--- config.mk ---
export PLATFORM = sky130hd
export DESIGN_NAME = diagonal_extent_finder
export DESIGN_NICKNAME = d
export VERILOG_FILES = /design/src/design/dex_pkg.sv /design/src/design/diagonal_extent_finder.sv /design/src/design/dex_ram.sv /design/src/design/dex_ctrl.sv /design/src/design/dex_datapath.sv
export VERILOG_INCLUDE_DIRS = /design/src /design/src/design
export SDC_FILE = /design/constraint.sdc
export NUM_CORES = 2
export LEC_CHECK = 0
export CELL_PAD_IN_SITES_DETAIL_PLACEMENT = 1
export CELL_PAD_IN_SITES_GLOBAL_PLACEMENT = 1
export CORE_UTILIZATION = 44
export CTS_BUF_LIST = sky130_fd_sc_hd__clkbuf_16
export DETAILED_ROUTE_END_ITERATION = 10
export DONT_BUFFER_PORTS = 1
export GPL_ROUTABILITY_DRIVEN = 0
export PLACE_DENSITY_LB_ADDON = 0.05
export RECOVER_POWER = 25
export SLEW_MARGIN = 20
export SYNTH_ARGS = -nofsm -noshare
export SYNTH_HDL_FRONTEND = slang
export SYNTH_SLANG_ARGS = --single-unit
--- constraint.sdc ---
create_clock -name clk -period 54.4 [get_ports clk]
set_input_delay 5.44 -clock clk [delete_from_list [all_inputs] [get_ports clk]]
set_output_delay 5.44 -clock clk [all_outputs]
set_load 0.005 [all_outputs]
--- src/design/diagonal_extent_finder_macros.svh ---
// assertion macros for the diagonal extent finder
// used by the controller and the datapath, expects clk and rst_n in scope
`ifndef DIAGONAL_EXTENT_FINDER_MACROS_SVH
`define DIAGONAL_EXTENT_FINDER_MACROS_SVH
`ifndef SYNTH
`define DEX_ASSERT(label, prop, msg) \
  label: assert property (@(posedge clk) disable iff (!rst_n) prop) else $error(msg);
`define DEX_ASSERT_RST(label, prop, msg) \
  label: assert property (@(posedge clk) prop) else $error(msg);
`else
`define DEX_ASSERT(label, prop, msg)
`define DEX_ASSERT_RST(label, prop, msg)
`endif
`endif

--- src/design/dex_pkg.sv ---
// shared types and constants for the diagonal extent finder
// no dependencies
package dex_pkg;

  localparam int PIX_W     = 8;
  localparam int CFG_W     = 9;
  localparam int CFG_IDX_W = 1;
  localparam int OUT_DATA_W = 40;
  localparam int OUT_USER_W = 2;

  localparam logic [CFG_IDX_W-1:0] REG_HEIGHT = 1'd0;
  localparam logic [CFG_IDX_W-1:0] REG_WIDTH  = 1'd1;

  localparam logic [CFG_W-1:0] DIM_RESET = 9'd256;
  localparam logic [PIX_W-1:0] INK_LEVEL = 8'd0;

  localparam int ASTART_W = 10;
  localparam int AEND_W   = 9;
  localparam int MSTART_W = 10;
  localparam int MEND_W   = 10;

  typedef enum logic [2:0] {
    S_CLEAR,
    S_IDLE,
    S_SCAN,
    S_DRAIN,
    S_EMIT
  } dex_state_t;

  typedef struct packed {
    logic clear_en;
    logic pixel_en;
    logic scan_init;
    logic scan_step;
    logic scan_last;
    logic load_out;
  } dex_cmd_t;

  typedef struct packed {
    logic out_free;
  } dex_status_t;

endpackage

--- src/design/diagonal_extent_finder.sv ---
// ordinary pixels are taken one per cycle while idle
// after the frame-end pixel the scan walks h+w-1 diagonals, one per cycle, and the result is
// loaded into the output register once it is free; then all MAX_HEIGHT+MAX_WIDTH-1 addresses
// of both occupancy memories are swept clear, one diagonal per cycle
// reset: synchronous active-low, starts the clearing sweep, sizes return to 256
// config writes are taken in any cycle, the result waits in an output register
module diagonal_extent_finder #(
  parameter int MAX_HEIGHT = 256,
  parameter int MAX_WIDTH  = 256
) (
  input  logic                               clk,
  input  logic                               rst_n,
  input  logic                               in_tvalid,
  output logic                               in_tready,
  input  logic [dex_pkg::PIX_W-1:0]          in_tdata,   // pixel_value
  input  logic                               in_tlast,
  output logic                               out_tvalid,
  input  logic                               out_tready,
  // anti_start, anti_end, main_start, main_end, zero pad
  output logic [dex_pkg::OUT_DATA_W-1:0]     out_tdata,
  output logic [dex_pkg::OUT_USER_W-1:0]     out_tuser,  // anti_found, main_found
  input  logic                               cfg_we,
  input  logic [dex_pkg::CFG_IDX_W-1:0]      cfg_index,
  input  logic [dex_pkg::CFG_W-1:0]          cfg_wdata
);
  import dex_pkg::*;

  localparam int DC = MAX_HEIGHT + MAX_WIDTH - 1;
  localparam int KW = $clog2(DC + 1);

  dex_cmd_t      cmd;
  dex_status_t   status;
  logic [KW-1:0] step_k;
  logic [KW-1:0] diag_n;

  dex_ctrl #(.MAX_HEIGHT(MAX_HEIGHT), .MAX_WIDTH(MAX_WIDTH)) u_ctrl (
    .clk      (clk),
    .rst_n    (rst_n),
    .in_tvalid(in_tvalid),
    .in_tlast (in_tlast),
    .in_tready(in_tready),
    .diag_n   (diag_n),
    .status   (status),
    .cmd      (cmd),
    .step_k   (step_k)
  );

  dex_datapath #(.MAX_HEIGHT(MAX_HEIGHT), .MAX_WIDTH(MAX_WIDTH)) u_datapath (
    .clk       (clk),
    .rst_n     (rst_n),
    .in_tdata  (in_tdata),
    .cfg_we    (cfg_we),
    .cfg_index (cfg_index),
    .cfg_wdata (cfg_wdata),
    .cmd       (cmd),
    .step_k    (step_k),
    .status    (status),
    .diag_n    (diag_n),
    .out_tvalid(out_tvalid),
    .out_tready(out_tready),
    .out_tdata (out_tdata),
    .out_tuser (out_tuser)
  );

endmodule

--- src/design/dex_ram.sv ---
// generic single-write, single-read memory with registered read data
// no dependencies
module dex_ram #(
  parameter int WIDTH = 1,
  parameter int DEPTH = 511
) (
  input  logic                     clk,
  input  logic                     we,
  input  logic [$clog2(DEPTH)-1:0] waddr,
  input  logic [WIDTH-1:0]         wdata,
  input  logic [$clog2(DEPTH)-1:0] raddr,
  output logic [WIDTH-1:0]         rdata
);

  logic [WIDTH-1:0] mem_r [DEPTH];

  always_ff @(posedge clk) begin
    if (we) begin
      mem_r[waddr] <= wdata;
    end
    rdata <= mem_r[raddr];
  end

endmodule

--- src/design/dex_ctrl.sv ---
// sequencer for pixel intake, diagonal scan, result hand-off and map clearing
// depends on dex_pkg and diagonal_extent_finder_macros.svh
`include "diagonal_extent_finder_macros.svh"
module dex_ctrl #(
  parameter int MAX_HEIGHT = 256,
  parameter int MAX_WIDTH  = 256,
  localparam int DC = MAX_HEIGHT + MAX_WIDTH - 1,
  localparam int KW = $clog2(DC + 1)
) (
  input  logic                clk,
  input  logic                rst_n,
  input  logic                in_tvalid,
  input  logic                in_tlast,
  output logic                in_tready,
  input  logic [KW-1:0]       diag_n,
  input  dex_pkg::dex_status_t status,
  output dex_pkg::dex_cmd_t    cmd,
  output logic [KW-1:0]       step_k
);
  import dex_pkg::*;

  dex_state_t state_r, state_nxt;
  logic [KW-1:0] k_r, k_nxt;

  always_ff @(posedge clk) begin
    if (!rst_n) begin
      state_r <= S_CLEAR;
      k_r     <= '0;
    end else begin
      state_r <= state_nxt;
      k_r     <= k_nxt;
    end
  end

  always_comb begin
    state_nxt = state_r;
    k_nxt     = k_r;
    cmd       = '0;
    in_tready = 1'b0;
    case (state_r)
      S_CLEAR: begin
        cmd.clear_en = 1'b1;
        if (k_r >= KW'(DC - 1)) begin
          k_nxt     = '0;
          state_nxt = S_IDLE;
        end else begin
          k_nxt = k_r + 1'b1;
        end
      end
      S_IDLE: begin
        in_tready = 1'b1;
        if (in_tvalid) begin
          cmd.pixel_en = 1'b1;
          if (in_tlast) begin
            cmd.scan_init = 1'b1;
            k_nxt         = '0;
            state_nxt     = S_SCAN;
          end
        end
      end
      S_SCAN: begin
        cmd.scan_step = 1'b1;
        if (k_r >= diag_n) begin
          cmd.scan_last = 1'b1;
          state_nxt     = S_DRAIN;
        end else begin
          k_nxt = k_r + 1'b1;
        end
      end
      S_DRAIN: begin
        state_nxt = S_EMIT;
      end
      S_EMIT: begin
        if (status.out_free) begin
          cmd.load_out = 1'b1;
          k_nxt        = '0;
          state_nxt    = S_CLEAR;
        end
      end
      default: begin
        k_nxt     = '0;
        state_nxt = S_CLEAR;
      end
    endcase
  end

  assign step_k = k_r;

  `DEX_ASSERT_RST(a_reset_clears, !rst_n |=> state_r == S_CLEAR && k_r == '0, "reset did not start clearing")
  `DEX_ASSERT(a_last_starts_scan, in_tvalid && in_tready && in_tlast |=> state_r == S_SCAN && k_r == '0, "frame end did not start scan")
  `DEX_ASSERT(a_load_then_clear, cmd.load_out |=> state_r == S_CLEAR && k_r == '0, "result request not followed by clearing")
  `DEX_ASSERT(a_drain_one, state_r == S_DRAIN |=> state_r == S_EMIT, "drain took more than one cycle")

endmodule

--- src/design/dex_datapath.sv ---
// position counters, occupancy maps, streaming cluster search and result register
// depends on dex_pkg, dex_ram and diagonal_extent_finder_macros.svh
`include "diagonal_extent_finder_macros.svh"
module dex_datapath #(
  parameter int MAX_HEIGHT = 256,
  parameter int MAX_WIDTH  = 256,
  localparam int DC = MAX_HEIGHT + MAX_WIDTH - 1,
  localparam int KW = $clog2(DC + 1)
) (
  input  logic                               clk,
  input  logic                               rst_n,
  input  logic [dex_pkg::PIX_W-1:0]          in_tdata,
  input  logic                               cfg_we,
  input  logic [dex_pkg::CFG_IDX_W-1:0]      cfg_index,
  input  logic [dex_pkg::CFG_W-1:0]          cfg_wdata,
  input  dex_pkg::dex_cmd_t                  cmd,
  input  logic [KW-1:0]                      step_k,
  output dex_pkg::dex_status_t               status,
  output logic [KW-1:0]                      diag_n,
  output logic                               out_tvalid,
  input  logic                               out_tready,
  output logic [dex_pkg::OUT_DATA_W-1:0]     out_tdata,
  output logic [dex_pkg::OUT_USER_W-1:0]     out_tuser
);
  import dex_pkg::*;

  localparam int AW  = $clog2(DC);
  localparam int HW  = $clog2(MAX_HEIGHT + 1);
  localparam int WW  = $clog2(MAX_WIDTH + 1);
  localparam int RW  = $clog2(MAX_HEIGHT);
  localparam int CW  = $clog2(MAX_WIDTH);
  localparam int SW  = KW + 2;

  // configuration
  logic [CFG_W-1:0] height_r, width_r;
  logic [HW-1:0] h_cl;
  logic [WW-1:0] w_cl;

  always_ff @(posedge clk) begin
    if (!rst_n) begin
      height_r <= DIM_RESET;
      width_r  <= DIM_RESET;
    end else if (cfg_we) begin
      case (cfg_index)
        REG_HEIGHT: height_r <= cfg_wdata;
        REG_WIDTH:  width_r  <= cfg_wdata;
        default: ;
      endcase
    end
  end

  always_comb begin
    if (height_r == '0) begin
      h_cl = HW'(1);
    end else if (32'(height_r) > 32'(MAX_HEIGHT)) begin
      h_cl = HW'(MAX_HEIGHT);
    end else begin
      h_cl = HW'(height_r);
    end
    if (width_r == '0) begin
      w_cl = WW'(1);
    end else if (32'(width_r) > 32'(MAX_WIDTH)) begin
      w_cl = WW'(MAX_WIDTH);
    end else begin
      w_cl = WW'(width_r);
    end
  end

  assign diag_n = KW'(h_cl) + KW'(w_cl) - 1'b1;

  // raster position
  logic [RW-1:0] row_r, row_nxt;
  logic [CW-1:0] col_r, col_nxt;
  logic [RW:0] row_inc;
  logic [CW:0] col_inc;

  assign row_inc = {1'b0, row_r} + 1'b1;
  assign col_inc = {1'b0, col_r} + 1'b1;

  always_comb begin
    row_nxt = row_r;
    col_nxt = col_r;
    if (cmd.scan_init) begin
      row_nxt = '0;
      col_nxt = '0;
    end else if (cmd.pixel_en) begin
      if (col_inc >= (CW + 1)'(w_cl)) begin
        col_nxt = '0;
        row_nxt = (row_inc >= (RW + 1)'(h_cl)) ? '0 : row_inc[RW-1:0];
      end else begin
        col_nxt = col_inc[CW-1:0];
      end
    end
  end

  always_ff @(posedge clk) begin
    if (!rst_n) begin
      row_r <= '0;
      col_r <= '0;
    end else begin
      row_r <= row_nxt;
      col_r <= col_nxt;
    end
  end

  // occupancy maps
  logic ink;
  logic map_we;
  logic map_wdata;
  logic [AW-1:0] anti_waddr, main_waddr, anti_raddr, main_raddr;
  logic anti_rdata, main_rdata;

  assign ink       = (in_tdata == INK_LEVEL);
  assign map_we    = cmd.clear_en | (cmd.pixel_en & ink);
  assign map_wdata = ~cmd.clear_en;

  always_comb begin
    if (cmd.clear_en) begin
      anti_waddr = step_k[AW-1:0];
      main_waddr = step_k[AW-1:0];
    end else begin
      anti_waddr = AW'(row_r) + AW'(col_r);
      main_waddr = AW'(col_r) + AW'(MAX_HEIGHT - 1) - AW'(row_r);
    end
  end

  // anti scans up from 0, main scans down from w-1
  logic [KW-1:0] main_base;
  assign main_base  = KW'(w_cl) + KW'(MAX_HEIGHT - 2);
  assign anti_raddr = step_k[AW-1:0];
  assign main_raddr = AW'(main_base - step_k);

  dex_ram #(.WIDTH(1), .DEPTH(DC)) u_anti_map (
    .clk  (clk),
    .we   (map_we),
    .waddr(anti_waddr),
    .wdata(map_wdata),
    .raddr(anti_raddr),
    .rdata(anti_rdata)
  );

  dex_ram #(.WIDTH(1), .DEPTH(DC)) u_main_map (
    .clk  (clk),
    .we   (map_we),
    .waddr(main_waddr),
    .wdata(map_wdata),
    .raddr(main_raddr),
    .rdata(main_rdata)
  );

  // step flags and index are registered to line up with the registered read data
  logic s1_valid_r, s1_last_r;
  logic [KW-1:0] s1_k_r;

  always_ff @(posedge clk) begin
    if (!rst_n) begin
      s1_valid_r <= 1'b0;
      s1_last_r  <= 1'b0;
    end else begin
      s1_valid_r <= cmd.scan_step;
      s1_last_r  <= cmd.scan_last;
    end
  end

  always_ff @(posedge clk) begin
    s1_k_r <= step_k;
  end

  // cluster search
  logic a_found_r, a_done_r, a_pe_r, a_found_nxt, a_done_nxt, a_pe_nxt;
  logic m_found_r, m_done_r, m_pe_r, m_found_nxt, m_done_nxt, m_pe_nxt;
  logic signed [SW-1:0] a_start_r, a_end_r, m_start_r, m_end_r;
  logic signed [SW-1:0] a_start_nxt, a_end_nxt, m_start_nxt, m_end_nxt;
  logic signed [SW-1:0] ks, k_m1, w_m_k, neg_h;

  assign ks    = $signed({2'b00, s1_k_r});
  assign k_m1  = ks - SW'(1);
  assign w_m_k = $signed(SW'(w_cl)) - ks;
  assign neg_h = -$signed(SW'(h_cl));

  always_comb begin
    a_found_nxt = a_found_r;
    a_done_nxt  = a_done_r;
    a_pe_nxt    = a_pe_r;
    a_start_nxt = a_start_r;
    a_end_nxt   = a_end_r;
    m_found_nxt = m_found_r;
    m_done_nxt  = m_done_r;
    m_pe_nxt    = m_pe_r;
    m_start_nxt = m_start_r;
    m_end_nxt   = m_end_r;
    if (cmd.scan_init) begin
      a_found_nxt = 1'b0;
      a_done_nxt  = 1'b0;
      a_pe_nxt    = 1'b0;
      m_found_nxt = 1'b0;
      m_done_nxt  = 1'b0;
      m_pe_nxt    = 1'b0;
    end else if (s1_valid_r) begin
      if (s1_last_r) begin
        if (a_found_r && !a_done_r) begin
          a_done_nxt = 1'b1;
          a_end_nxt  = a_pe_r ? k_m1 : ks;
        end
        if (m_found_r && !m_done_r) begin
          m_done_nxt = 1'b1;
          m_end_nxt  = neg_h;
        end
      end else begin
        if (!a_found_r) begin
          if (anti_rdata) begin
            a_found_nxt = 1'b1;
            a_start_nxt = k_m1;
            a_pe_nxt    = 1'b0;
          end
        end else if (!a_done_r) begin
          if (!anti_rdata) begin
            if (a_pe_r) begin
              a_done_nxt = 1'b1;
              a_end_nxt  = k_m1;
            end else begin
              a_pe_nxt = 1'b1;
            end
          end else begin
            a_pe_nxt = 1'b0;
          end
        end
        if (!m_found_r) begin
          if (main_rdata) begin
            m_found_nxt = 1'b1;
            m_start_nxt = w_m_k;
            m_pe_nxt    = 1'b0;
          end
        end else if (!m_done_r) begin
          if (!main_rdata) begin
            if (m_pe_r) begin
              m_done_nxt = 1'b1;
              m_end_nxt  = w_m_k;
            end else begin
              m_pe_nxt = 1'b1;
            end
          end else begin
            m_pe_nxt = 1'b0;
          end
        end
      end
    end
  end

  always_ff @(posedge clk) begin
    if (!rst_n) begin
      a_found_r <= 1'b0;
      a_done_r  <= 1'b0;
      a_pe_r    <= 1'b0;
      m_found_r <= 1'b0;
      m_done_r  <= 1'b0;
      m_pe_r    <= 1'b0;
    end else begin
      a_found_r <= a_found_nxt;
      a_done_r  <= a_done_nxt;
      a_pe_r    <= a_pe_nxt;
      m_found_r <= m_found_nxt;
      m_done_r  <= m_done_nxt;
      m_pe_r    <= m_pe_nxt;
    end
  end

  always_ff @(posedge clk) begin
    a_start_r <= a_start_nxt;
    a_end_r   <= a_end_nxt;
    m_start_r <= m_start_nxt;
    m_end_r   <= m_end_nxt;
  end

  // result register
  logic out_valid_r, out_valid_nxt;
  logic [OUT_DATA_W-1:0] out_data_r, out_data_nxt;
  logic [OUT_USER_W-1:0] out_user_r, out_user_nxt;
  logic [ASTART_W-1:0] f_astart;
  logic [AEND_W-1:0]   f_aend;
  logic [MSTART_W-1:0] f_mstart;
  logic [MEND_W-1:0]   f_mend;

  assign status.out_free = ~out_valid_r | out_tready;

  assign f_astart = a_found_r ? ASTART_W'(a_start_r) : '0;
  assign f_aend   = a_found_r ? AEND_W'(a_end_r) : '0;
  assign f_mstart = m_found_r ? MSTART_W'(m_start_r) : '0;
  assign f_mend   = m_found_r ? MEND_W'(m_end_r) : '0;

  always_comb begin
    out_valid_nxt = out_valid_r;
    out_data_nxt  = out_data_r;
    out_user_nxt  = out_user_r;
    if (cmd.load_out) begin
      out_valid_nxt = 1'b1;
      out_data_nxt  = {1'b0, f_mend, f_mstart, f_aend, f_astart};
      out_user_nxt  = {m_found_r, a_found_r};
    end else if (out_tready) begin
      out_valid_nxt = 1'b0;
    end
  end

  always_ff @(posedge clk) begin
    if (!rst_n) begin
      out_valid_r <= 1'b0;
    end else begin
      out_valid_r <= out_valid_nxt;
    end
  end

  always_ff @(posedge clk) begin
    out_data_r <= out_data_nxt;
    out_user_r <= out_user_nxt;
  end

  assign out_tvalid = out_valid_r;
  assign out_tdata  = out_data_r;
  assign out_tuser  = out_user_r;

  `DEX_ASSERT(a_load_when_free, cmd.load_out |-> !out_valid_r || out_tready, "result overwritten before taken")
  `DEX_ASSERT(a_done_needs_found, a_done_r || m_done_r |-> (a_found_r || !a_done_r) && (m_found_r || !m_done_r), "cluster closed without a hit")
  `DEX_ASSERT(a_init_clears, cmd.scan_init |=> !a_found_r && !m_found_r && !a_done_r && !m_done_r, "scan flags not cleared at frame end")

endmodule

==> metrics.cfg <==
[placement]
port_buffers = 0
place_area_um2 = 55200
place_inst = 5442
place_hpwl_um = 93000

[clock_tree]
clock_latency_ps = 770
htreeDepth = 4
cts_hold_buffers = 0
post-cts-setup-buffers = 0
path_clk_slew_ps = 60
cts_root_buffer = clkbuf_16
clk_path_buf_depth = 3
cts_tree = yes
clock-sinks = 1168
numCtsBuffers = 133
ctsResizeCount = 0

[synth]
synth.yosys.seq_area_share_pct = 64.2
syn_area_um2 = 53600
synth_top_area_cell = edfxtp_1
synth_area_leaders = edfxtp_1, mux4_2, nor2_1, nor3_1, dfxtp_1
ys_async_sr_fraction_pct = 0
synth-edff-count = 1102
synth_cell_type_count = 72
synth_top_area_share_pct = 61.7
ys_ff_latch = 1168
avgSynthCellArea_um2 = 13.3
syn-num-nets = 4143
ys.flop_type = edfxtp_1
synthCells = 4026
yosysWarnings = 0

[detailed_routing]
antenna_left = 0
drc_errors = 0
routed-via-count = 32900
routed_wl_um = 151000
avgViaCountPerCell = 5.79
dr.pass1.iters = 5
drtIter0Drc = 2727
wl_per_cell_um = 26.5

[timing]
slew_headroom_pct = -572
max_freq_mhz = 63.3
hold_violations = 0
period_needed_ps = 15790
grt_setup_unrepaired = no
fin_skew_ps = 21.3
setup_viol = 0
finalCritPeriodShare_pct = 29.0
holdWs_ps = 474
tns_ps = 0
maxSlewViolCount = 817
tightestPinTransition_ps = 10080

[critical_path]
path_max_fanout = 272
r2r_start = u_ctrl.state_r[2]$_SDFFE_PN0P_
crit_type = reg2reg
arrival_ps = 16200
worstReg2RegEnd = u_datapath.u_anti_map.mem_r[308]$_DFFE_PP_
critPathCaptureType = register
r2r_cells = 6
r2r_slack_ps = 38610
startpoint = u_ctrl.state_r[2]$_SDFFE_PN0P_
required_ps = 54810
start_kind = register

[floorplan]
ioPinCount = 68
dieArea_um2 = 123000
rows = 127
start_util_pct = 44.5
core_area_um2 = 120000
fp.dieW_um = 351
die_height_um = 351

[layout]
post_route_cells_drive_above_1_share_pct = 14.1
fin_area_um2 = 59300
fin_cells = 5678
area_delta_synth_final_pct = 10.6
finalNetCount = 4082
diodes = 0

[global_route]
overflow = 0
antenna_found_initial = 0
grt_max_degree = 273
grt_first_pass_wirelength_um = 226000
grt_pass1_vias = 34200
grt_usage_pct = 24.8

[outcome]
violations = max-capacitance violations, max-slew violations
outcome = finished with violations

[power_and_ir_drop]
sw_frac_of_total_pct = 24.4
p_leak_nw = 18.8
internal-power_mw = 1.55
power_density_nw_per_um2 = 34.5
p_sw_mw = 0.499
clockPowerShare_pct = 42.3
pwr-share-comb_pct = 10.0
pwr-share-seq_pct = 47.7
vdd_drop_max_mv = 0.0327

[run]
maxCapViolCount = 9

[worst_hold_path]
hold_depth = 2
hold_path_end = u_datapath.width_r[0]$_SDFFE_PN0P_
worstHoldPathType = reg2reg
hp-start = u_datapath.width_r[0]$_SDFFE_PN0P_

[metrics by stage]
step / utilization (%) / power, mW / setup WS (ps)
after floorplan: - / 1.13 / 33510
after global placement: 45.8 / 1.20 / 45640
after detailed placement: 45.8 / 1.20 / 45590
after CTS: 49.3 / 2.07 / 46420
after global routing: 49.2 / 2.11 / 36940
final: 49.2 / 2.05 / 38610
[registers in the layout (all words and copies together) (netlist names), 9 cells and up]
name	cells
u_ctrl.step_k	9
u_datapath.a_end_r	9
u_datapath.a_start_r	10
u_datapath.height_r	9
u_datapath.m_end_r	10
u_datapath.m_start_r	10
u_datapath.out_tdata	39
u_datapath.s1_k_r	9
u_datapath.u_anti_map.mem_r	511
u_datapath.u_main_map.mem_r	511
u_datapath.width_r	9
[synthesized netlist by cell type, types with 18 or more instances]
| cell | number |
|---|---|
| inv_1 | 100 |
| nand2_1 | 276 |
| nand2b_1 | 18 |
| nor3_1 | 289 |
| ha_1 | 88 |
| and2_1 | 47 |
| a221oi_1 | 21 |
| mux2i_1 | 95 |
| o21ai_0 | 79 |
| a21o_1 | 20 |
| nand3_1 | 37 |
| nor2_1 | 827 |
| buf_1 | 33 |
| nor2b_1 | 18 |
| xnor2_1 | 51 |
| clkbuf_1 | 170 |
| nor2_2 | 60 |
| a21oi_1 | 91 |
| buf_2 | 29 |
| dfxtp_1 | 66 |
| mux4_2 | 240 |
| a21boi_0 | 20 |
| edfxtp_1 | 1102 |
[cell families after synthesis]
kind of cell	share of synthesized area, %
adders and majority gates	2.24
buffers and inverters	2.89
AOI/OAI and AO/OA	4.42
and+or+nand+nor	13.2
xor gates and xnor gates	1.06
muxes	12.0
other	0.00699
DFF	64.2
[final cells by class]
| type | count | area (µm²) |
|---|---|---|
| multi-input cells | 2494 | 17900 |
| clock buffers | 139 | 3480 |
| repair buffers | 64 | 455 |
| flip-flops and latches | 1168 | 34400 |
| clock inverters | 97 | 666 |
| inverters | 104 | 392 |
| well taps | 1612 | 2020 |
| fillers | 12200 | 61200 |
[critical path, cell delays in order, from the launching register on]
cell	delay, ps
dfxtp_1	550
nor3_4	70
clkbuf_1	490
clkinvlp_2	2250
clkbuf_1	2950
clkbuf_1	7250
buf_4	1590
[power by group through the flow]
stage	Clock, mW	Combinational (mW)	Sequential, mW
floorplan	0	0.134	0.992
global placement	0	0.205	0.995
detailed placement	0	0.206	0.995
CTS	0.884	0.207	0.976
global route	0.913	0.217	0.976
finish	0.865	0.205	0.976
[cells in the final DEF, fill, tap and decap left out, types with 13 or more instances in the layout]
| cell | instances |
|---|---|
| edfxtp_1 | 1102 |
| nor2_1 | 823 |
| nor3_1 | 286 |
| nand2_1 | 275 |
| mux4_2 | 240 |
| clkbuf_16 | 139 |
| inv_1 | 123 |
| mux2i_1 | 95 |
| a21oi_1 | 91 |
| ha_1 | 86 |
| o21ai_0 | 79 |
| dfxtp_1 | 65 |
| nor2_2 | 63 |
| buf_4 | 51 |
| xnor2_1 | 48 |
| clkinv_1 | 42 |
| nand3_1 | 32 |
| and2_1 | 30 |
| a221oi_1 | 21 |
| a21boi_0 | 20 |
| a21o_1 | 20 |
| and2_0 | 18 |
| nor2b_1 | 17 |
| nand2b_1 | 17 |
| nand4_1 | 16 |
| a22oi_1 | 15 |
| clkinv_2 | 14 |
| xor2_1 | 13 |
[how the worst max path moves through the flow]
stage                                                            end  slack [ps]  cells past startpoint
final                     u_datapath.u_anti_map.mem_r[308]$_DFFE_PP_       38610                      6
after global routing      u_datapath.u_anti_map.mem_r[174]$_DFFE_PP_       36940                      6
after CTS                 u_datapath.u_anti_map.mem_r[221]$_DFFE_PP_       46420                      7
after detailed placement  u_datapath.u_anti_map.mem_r[221]$_DFFE_PP_       45590                      7
after global placement    u_datapath.u_anti_map.mem_r[156]$_DFFE_PP_       45640                      7
after floorplan           u_datapath.u_anti_map.mem_r[112]$_DFFE_PP_       33510                     10
[routing by layer]
layer / wire length (µm) / track usage [%] / up-vias
met5: 0 / 0 / -
met4: 4060 / 7.74 / 0
met3: 5490 / 3.14 / 227
met2: 74100 / 41.5 / 651
met1: 66900 / 33.7 / 17200
li1: - / - / 14800
No activity file was read; power rests on OpenSTA's default activity.
